===== config.mk =====
export PLATFORM = sky130hd
export DESIGN_NAME = game_port_joystick_timer
export DESIGN_NICKNAME = d
export VERILOG_FILES = /design/src/rtl/gpjt_pkg.sv /design/src/rtl/gpjt_core.sv /design/src/rtl/game_port_joystick_timer.sv
export SDC_FILE = /design/constraint.sdc
export NUM_CORES = 1
export LEC_CHECK = 0
export BUFFER_PORTS_ARGS = -buffer_cell sky130_fd_sc_hd__buf_2
export CORE_MARGIN = 4
export CORE_UTILIZATION = 55
export DETAILED_ROUTE_END_ITERATION = 10
export GPL_ROUTABILITY_DRIVEN = 0
export GPL_TIMING_DRIVEN = 0
export PLACE_DENSITY = 0.76
export REMOVE_ABC_BUFFERS = 1
export SLEW_MARGIN = 25
export SYNTH_ARGS = -nofsm -noshare
export SYNTH_HDL_FRONTEND = slang
export SYNTH_SLANG_ARGS = --single-unit

===== constraint.sdc =====
create_clock -name clk -period 5.7 [get_ports clk]
set_input_delay 0.285 -clock clk [delete_from_list [all_inputs] [get_ports clk]]
set_output_delay 0.285 -clock clk [all_outputs]
set_load 0.01 [all_outputs]

===== src/rtl/gpjt_pkg.sv =====
// Shared types and constants for the game port joystick timer.
`default_nettype none

package gpjt_pkg;

    localparam int AXES       = 4;
    localparam int PRESCALE_W = 4;
    localparam int TICK_DIVIDE_DEFAULT = 8;
    localparam logic [7:0] AXIS_CENTER = 8'd128;

    typedef enum logic [2:0] {
        CMD_TICK       = 3'd0,
        CMD_PORT_READ  = 3'd1,
        CMD_PORT_WRITE = 3'd2,
        CMD_SET_BUTTON = 3'd3,
        CMD_SET_AXIS   = 3'd4
    } cmd_t;

    typedef struct packed {
        logic [2:0] cmd;
        logic       stick;
        logic       which;
        logic       pressed;
        logic [7:0] axis_value;
    } item_t;

endpackage

`default_nettype wire


===== src/rtl/gpjt_core.sv =====
// Button, axis position and one-shot counter state with the per-command update logic.
`default_nettype none

module gpjt_core
    import gpjt_pkg::*;
#(
    parameter int TICK_DIVIDE = TICK_DIVIDE_DEFAULT
)
(
    input  wire logic        clk,
    input  wire logic        rst_n,
    input  wire logic        step,
    input  wire item_t       item,
    input  wire logic        cfg_we,
    input  wire logic [1:0]  cfg_mask,
    output logic [7:0]       read_data
);

    localparam logic [PRESCALE_W-1:0] PRESCALE_LOAD = PRESCALE_W'(TICK_DIVIDE);

    logic [AXES-1:0]       button_reg, button_next;
    logic [7:0]            position_reg [AXES];
    logic [7:0]            position_next [AXES];
    logic [7:0]            counter_reg [AXES];
    logic [7:0]            counter_next [AXES];
    logic [PRESCALE_W-1:0] prescale_reg, prescale_next;
    logic [1:0]            mask_reg, mask_next;

    logic [1:0]            idx;
    logic [PRESCALE_W-1:0] prescale_dec;
    logic                  count_tick;

    assign idx = {item.stick, item.which};

    // The prescaler wraps from zero to all ones, so a zero value still counts down.
    assign prescale_dec = (prescale_reg == '0) ? '1 : prescale_reg - 1'b1;

    always_comb
    begin
        button_next   = button_reg;
        position_next = position_reg;
        counter_next  = counter_reg;
        prescale_next = prescale_reg;
        mask_next     = mask_reg;
        count_tick    = 1'b0;
        read_data     = '0;

        if (step)
        begin
            unique case (cmd_t'(item.cmd))
                CMD_TICK:
                begin
                    if (prescale_dec != '0)
                    begin
                        prescale_next = prescale_dec;
                    end
                    else
                    begin
                        prescale_next = PRESCALE_LOAD;
                        count_tick    = 1'b1;
                    end
                end
                CMD_PORT_READ:
                begin
                    for (int i = 0; i < AXES; i++)
                    begin
                        read_data[4+i] = ~button_reg[i];
                        read_data[i]   = (counter_reg[i] != '0);
                    end
                end
                CMD_PORT_WRITE:
                begin
                    counter_next = position_reg;
                end
                CMD_SET_BUTTON:
                begin
                    button_next[idx] = item.pressed;
                end
                CMD_SET_AXIS:
                begin
                    position_next[idx] = item.axis_value;
                end
                default:
                begin
                end
            endcase
        end

        if (count_tick)
        begin
            for (int i = 0; i < AXES; i++)
            begin
                if (mask_reg[i/2] && counter_reg[i] != '0)
                begin
                    counter_next[i] = counter_reg[i] - 1'b1;
                end
            end
        end

        if (cfg_we)
        begin
            mask_next = cfg_mask;
            for (int i = 0; i < AXES; i++)
            begin
                position_next[i] = AXIS_CENTER;
            end
        end
    end

    always_ff @(posedge clk or negedge rst_n)
    begin
        if (!rst_n)
        begin
            button_reg   <= '0;
            prescale_reg <= PRESCALE_LOAD;
            mask_reg     <= '0;
            for (int i = 0; i < AXES; i++)
            begin
                position_reg[i] <= AXIS_CENTER;
                counter_reg[i]  <= '0;
            end
        end
        else
        begin
            button_reg    <= button_next;
            position_reg  <= position_next;
            counter_reg   <= counter_next;
            prescale_reg  <= prescale_next;
            mask_reg      <= mask_next;
        end
    end

endmodule

`default_nettype wire


===== src/rtl/game_port_joystick_timer.sv =====
// Top level of the game port joystick timer: input register, state core and result register.
`default_nettype none

// Two-stick game port model. Every accepted command beat yields exactly one result beat on
// the master side; read_data is the port byte for a port read and zero for any other command.
// The block takes one beat per clock unless the result register is stalled: an accepted beat
// waits in the input register until it advances, is then applied to the button, axis and
// counter state, and its result is loaded into the output register that drives m_tvalid,
// so throughput is set only by the result register draining. Configuration writes to the
// connected mask are taken at any time but belong only while the block is idle; each write
// also returns all axis positions to center.
module game_port_joystick_timer
    import gpjt_pkg::*;
#(
    parameter int TICK_DIVIDE = TICK_DIVIDE_DEFAULT
)
(
    input  wire logic        clk,
    input  wire logic        rst_n,
    input  wire logic        s_tvalid,
    output logic             s_tready,
    input  wire logic [15:0] s_tdata,   // stick, which, pressed, axis_value[7:0], zero fill
    input  wire logic [2:0]  s_tuser,   // cmd
    output logic             m_tvalid,
    input  wire logic        m_tready,
    output logic [7:0]       m_tdata,   // read_data
    input  wire logic        cfg_valid,
    output logic             cfg_ready,
    input  wire logic [1:0]  cfg_data
);

    logic       in_valid_reg;
    item_t      item_reg;
    logic       out_valid_reg;
    logic [7:0] out_data_reg;
    logic       advance;
    logic [7:0] read_data;

    assign advance   = in_valid_reg && (!out_valid_reg || m_tready);
    assign s_tready  = !in_valid_reg || advance;
    assign cfg_ready = 1'b1;
    assign m_tvalid  = out_valid_reg;
    assign m_tdata   = out_data_reg;

    always_ff @(posedge clk or negedge rst_n)
    begin
        if (!rst_n)
        begin
            in_valid_reg  <= 1'b0;
            out_valid_reg <= 1'b0;
        end
        else
        begin
            if (s_tready)
            begin
                in_valid_reg <= s_tvalid;
            end
            if (advance)
            begin
                out_valid_reg <= 1'b1;
            end
            else if (m_tready)
            begin
                out_valid_reg <= 1'b0;
            end
        end
    end

    always_ff @(posedge clk)
    begin
        if (s_tready && s_tvalid)
        begin
            item_reg.cmd        <= s_tuser;
            item_reg.stick      <= s_tdata[0];
            item_reg.which      <= s_tdata[1];
            item_reg.pressed    <= s_tdata[2];
            item_reg.axis_value <= s_tdata[10:3];
        end
        if (advance)
        begin
            out_data_reg <= read_data;
        end
    end

    gpjt_core #(
        .TICK_DIVIDE (TICK_DIVIDE)
    ) u_core (
        .clk       (clk),
        .rst_n     (rst_n),
        .step      (advance),
        .item      (item_reg),
        .cfg_we    (cfg_valid && cfg_ready),
        .cfg_mask  (cfg_data),
        .read_data (read_data)
    );

`ifndef ASSERT_OFF
    a_advance_fills_output: assert property (@(posedge clk) disable iff (!rst_n)
        advance |=> m_tvalid)
        else $error("processed beat did not reach the output register");

    a_non_read_is_zero: assert property (@(posedge clk) disable iff (!rst_n)
        (advance && item_reg.cmd != CMD_PORT_READ) |=> (m_tdata == 8'd0))
        else $error("non-read command produced nonzero read_data");

    a_held_item_stable: assert property (@(posedge clk) disable iff (!rst_n)
        (in_valid_reg && !advance) |=> (in_valid_reg && $stable(item_reg)))
        else $error("stalled input register lost or changed its beat");
`endif

endmodule

`default_nettype wire


After elaboration in Yosys (flattened, before gate mapping)
Cells that the tools add are included.
W data, S select, Z words.
{"block": "word_totals", "ff_bits": 98, "in_bits": 26, "output_inout_bits": 11, "elab_cells": 85}
{"block": "classes", "add_sub_neg": 5, "order_cmp": 4, "n_eq_ne": 4, "muxes": 23, "n_bitwise": 5, "reduce_logical": 25}
{"operator": "$mux W32", "n": 6}
{"operator": "$mux W8", "n": 5}
{"operator": "$bwmux W32", "n": 1}
{"operator": "$reduce_bool A8 Y1", "n": 4}
{"operator": "$sub A8 B1 Y8 const B", "n": 4}
{"operator": "$demux W8 S2", "n": 1}
{"operator": "$logic_and A1 B1 Y1", "n": 8}
{"operator": "$mux W4", "n": 2}
{"operator": "$eq A3 B2 Y1 const B", "n": 2}
{"operator": "$mux W1", "n": 6}
{"operator": "$reduce_and A2 Y1", "n": 3}
{"operator": "$reduce_bool A2 Y1", "n": 3}
{"operator": "$bwmux W4", "n": 1}
{"operator": "$logic_not A4 Y1", "n": 1}
{"operator": "$not A1 Y1", "n": 4}
{"operator": "$reduce_bool A4 Y1", "n": 1}
{"operator": "$sub A4 B1 Y4 const B", "n": 1}
{"operator": "$eq A3 B1 Y1 const B", "n": 1}
{"operator": "$eq A3 B3 Y1 const B", "n": 1}
{"operator": "$ge A3 B3 Y1 const B", "n": 1}
{"operator": "$logic_not A3 Y1", "n": 1}
{"operator": "$lt A2 B3 Y1 const B", "n": 1}
{"operator": "$lt A3 B1 Y1 const B", "n": 1}
{"operator": "$not A2 Y3", "n": 1}
{"operator": "other kinds (4)", "n": 6}

Longest topological paths before layout
{"block": "logic_depth", "ltp_word": 9, "ltp_mapped": 9, "mapped_depth_nobuf": 7}

Modules after synthesis
From an unflattened synthesis, not the netlist that was laid out.
{"block": "hier_totals", "cells_unflattened": 444, "hier_area_um2": 4789.6}
{"mod": "gpjt_core", "instances": 1, "cells_per_inst": 412, "area_each_um2": 4013.8}
{"mod": "game_port_joystick_timer", "instances": 1, "cells_per_inst": 32, "area_each_um2": 775.7}

Worst setup path before layout
No wires, ideal clock.
{"block": "synth_path", "kind": "register to register", "start": "reg u_core.prescale_reg[0]", "end": "reg u_core.counter_reg[26] (netlist name)", "setup_ns": 0.119, "t_arrival_ns": 2.467, "t_required_ns": 5.581, "slack_ns": 3.114, "stages_incl_launch_ff": 10, "synth_period_minus_slack_ns": 2.586, "path_cell_list": "dfrtp_1 inv_1 ha_1 buf_2 o21bai_1 o32a_1 buf_6 a2111oi_4 mux2_2 o21a_1"}
{"element": "from (decl)", "line": "gpjt_core.sv:26", "rtl": "logic [PRESCALE_W-1:0] prescale_reg, prescale_next;"}
{"element": "from (signal assigned)", "line": "gpjt_core.sv:128", "rtl": "prescale_reg <= prescale_next;"}
{"element": "to (signal assigned)", "line": "gpjt_core.sv:127", "rtl": "counter_reg <= counter_next;"}
{"element": "to (decl)", "line": "gpjt_core.sv:24", "rtl": "logic [7:0] counter_reg [AXES];"}

==> flow_metrics.tcl <==
set metrics [dict create \
    drive_gt1_share_pct 16.4 \
    drv_cap 0 \
    grt_pass1_wl_um 16700 \
    critical_path_required_ns 5.95 \
    portBuffers 30 \
    cts_tree "built" \
    design_area_mm2 0.00533 \
    cts.clk_slew.worst_paths_ns 0.10 \
    fin_setup_tns_ns 0 \
    vias 3492 \
    ant_nets 0 \
    yosysSeqAreaShare_pct 52.6 \
    timing.fmax_mhz 334 \
    route.met2.wl_um 4860 \
    ys_types 55 \
    die_w_um 102 \
    cts_buffers 9 \
    hp-class "in2reg" \
    final_net_count 504 \
    dp_cells 567 \
    ir_drop_mv 0.244 \
    synth_cells 450 \
    wl_per_cell_um 17.1 \
    htree_num_levels 3 \
    finalNonFillerCells 584 \
    fin_crit_ns 3.00 \
    die-area_mm2 0.0104 \
    crit_fanout 10 \
    finalHoldViolations 0 \
    cts_sinks 98 \
    timing.slew.headroom_pct 36.0 \
    worstSetupPathType "reg2reg" \
    cp_slowest_cell "a2111oi_4" \
    yosys_warnings 0 \
    path_depth 7 \
    post_cts_resize_count 0 \
    p_leak_nw 2.20 \
    die_y_um 102 \
    core_mm2 0.00868 \
    synth_seq_cells 98 \
    fin_crit_sh_pct 52.6 \
    hpwl_um 7070 \
    fin_skew_ns 0.0104 \
    met1Wirelength_um 4550 \
    crit_arrival_ns 3.25 \
    maxSlewViolCount 0 \
    rows 34 \
    synth_flop_cell "dfrtp_1" \
    clock_path_buffers 2 \
    firstDrtPassIters 5 \
    status "finished, final reports clean" \
    drtIter0Drc 198 \
    min_path_cells 1 \
    endpoint_kind "flip-flop" \
    ctsRootBufferMaster "clkbuf_8" \
    grt_max_degree 55 \
    synth_area_leaders "dfrtp_1 (36%), edfxtp_1 (14%), mux2i_1 (9.4%), nor2_1 (4.5%), dfstp_2 (2.7%)" \
    drc 0 \
    initial_core_util_pct 56.2 \
    area_delta_synth_final_pct 9.18 \
    antenna_found_initial 0 \
    reg2reg_depth 7 \
    crit_family "compound AO/OA/AOI/OAI gates" \
    fillers 718 \
    num_io_pins 37 \
    synth_top_cell_area_share_pct 36.4 \
    via_per_inst 5.98 \
    dr_wl_met3_um 441 \
    clock_latency_ns 0.35 \
    critPathMaxStageDelay_ns 0.82 \
    powerDensity_mw_per_mm2 343 \
    setup_ws_ns 2.70 \
    synth-edff-count 22 \
    routed_wl_um 9990 \
    setup_violations 0 \
    worstPathCellList "inv_1 -> ha_1 -> o21bai_1 -> o32a_1 -> a2111oi_4 -> mux2_2 -> o21a_1" \
    worstMarginPinSlew_ns 0.960 \
    dp_slack_ns 2.73 \
    start_kind "flip-flop" \
    worst-path-buf-inv 1 \
    num_antenna_cells 0 \
    grt_pass1_vias 3505 \
    grt.total_usage_pct 20.4 \
    grt.overflow.total 0 \
    rsz0062_at_grt "no" \
    async_flop_share_pct 77.6 \
    placed_area_mm2 0.00513 \
    dr.max_layer_used "met4" \
    final_core_util_pct 61.4 \
    yosysTopAreaCell "dfrtp_1" \
    syn_area_mm2 0.00488 \
    syn_avg_cell_area_um2 10.8 \
]
==> path summary, 6_finish.rpt <==
path | start | end | slack [ns]
min in group asynchronous | rst_n | u_core.counter_reg[2] | 0.37
setup reg to reg | u_core.prescale_reg[1] | u_core.counter_reg[26] | 2.70
setup / recovery | u_core.prescale_reg[1] | u_core.counter_reg[26] | 2.70
max in group asynchronous | rst_n | u_core.position_reg[31] | 4.70
hold reg to reg | u_core.position_reg[16] | u_core.counter_reg[16] | 0.50
hold / removal | s_tdata[10] | item_reg[7] | 0.11
==> area by class of cell <==
| cell class | count | area, um^2 | share of cell area, % |
|---|---|---|---|
| inverters | 26 | 97.6 | 1.83 |
| multi-input cells | 301 | 2110 | 39.6 |
| clock inverters | 6 | 65.1 | 1.22 |
| well taps | 108 | 135 | 2.54 |
| clock buffers | 10 | 128 | 2.39 |
| flip-flops and latches | 98 | 2570 | 48.2 |
| repair buffers | 35 | 224 | 4.20 |
==> where the power goes <==
group	internal, mW	switching, mW	leakage (nW)
registers	0.827	0.116	1.17
logic	0.185	0.254	0.933
clock network	0.205	0.239	0.0987
total	1.22	0.609	2.20
==> repair_timing <==
| action | in CTS | in global routing |
|---|---|---|
| hold buffers | 1 | 0 |
| setup buffers | 0 | 0 |
| endpoints found under the hold margin | 21 | 0 |
==> cells in the mapped netlist, types with 2 or more instances <==
library cell,count
o2111ai_1,5
nand2b_1,4
and3_1,6
clkbuf_1,16
o2bb2ai_1,2
mux2i_1,46
buf_4,2
nor2b_1,5
edfxtp_1,22
o21a_1,9
inv_1,26
and4b_1,2
buf_6,2
dfrtp_1,71
mux2_2,9
a211o_1,8
nand3b_1,3
nand2_1,25
nand4_1,2
ha_1,7
buf_2,3
and2_1,4
nor2_1,58
a31oi_1,6
nor3b_1,5
o21ai_0,4
a21boi_0,2
dfstp_2,5
o22ai_1,18
buf_1,2
o32a_1,3
or3_1,5
or2_2,2
a21oi_1,14
a2111oi_4,4
or3b_2,2
nor3_1,23
==> routing by layer <==
layer | vias to the layer above | track usage [%]
li1 | 1663 | -
met1 | 1747 | 27.8
met2 | 72 | 33.1
met3 | 10 | 4.44
met4 | 0 | 5.85
met5 | - | 0
==> cells in the final DEF (no fill, tap or decap), types with 3 or more instances in the layout <==
cell type and n:
dfrtp_1 71, nor2_1 58, mux2i_1 46, buf_2 29, inv_1 26, nand2_1 25
nor3_1 23, edfxtp_1 22, o22ai_1 18, a21oi_1 14, mux2_2 9, o21a_1 9
clkbuf_8 9, a211o_1 8, ha_1 7, and3_1 6, a31oi_1 6, or3_1 5
nor2b_1 5, dfstp_2 5, nand2b_1 4, and2_1 4, a2111oi_4 4, o2111ai_1 4
o21ai_0 4, o32a_1 3, nor3b_1 3, nand3b_1 3
==> logic make-up (layout without fill, tap and decap cells) <==
kind of cell,count (synthesis),count (layout),synth area share [%]
simple gates,152,152,15.4
other cells,1,1,0.0768
compound gates,85,85,14.0
buf+inv,51,77,4.46
fa+ha+maj,7,7,1.79
mux,55,55,11.5
flops,98,98,52.6
xor+xnor,1,1,0.179
==> per-stage QoR <==
step	total power [mW]	hold WS [ns]
after floorplan	1.26	-0.0106
after global placement	1.35	0.462
after detailed placement	1.39	0.219
after CTS	1.83	0.0885
after global routing	1.94	0.0814
final	1.83	0.106
(Power assumes the default switching activity.)
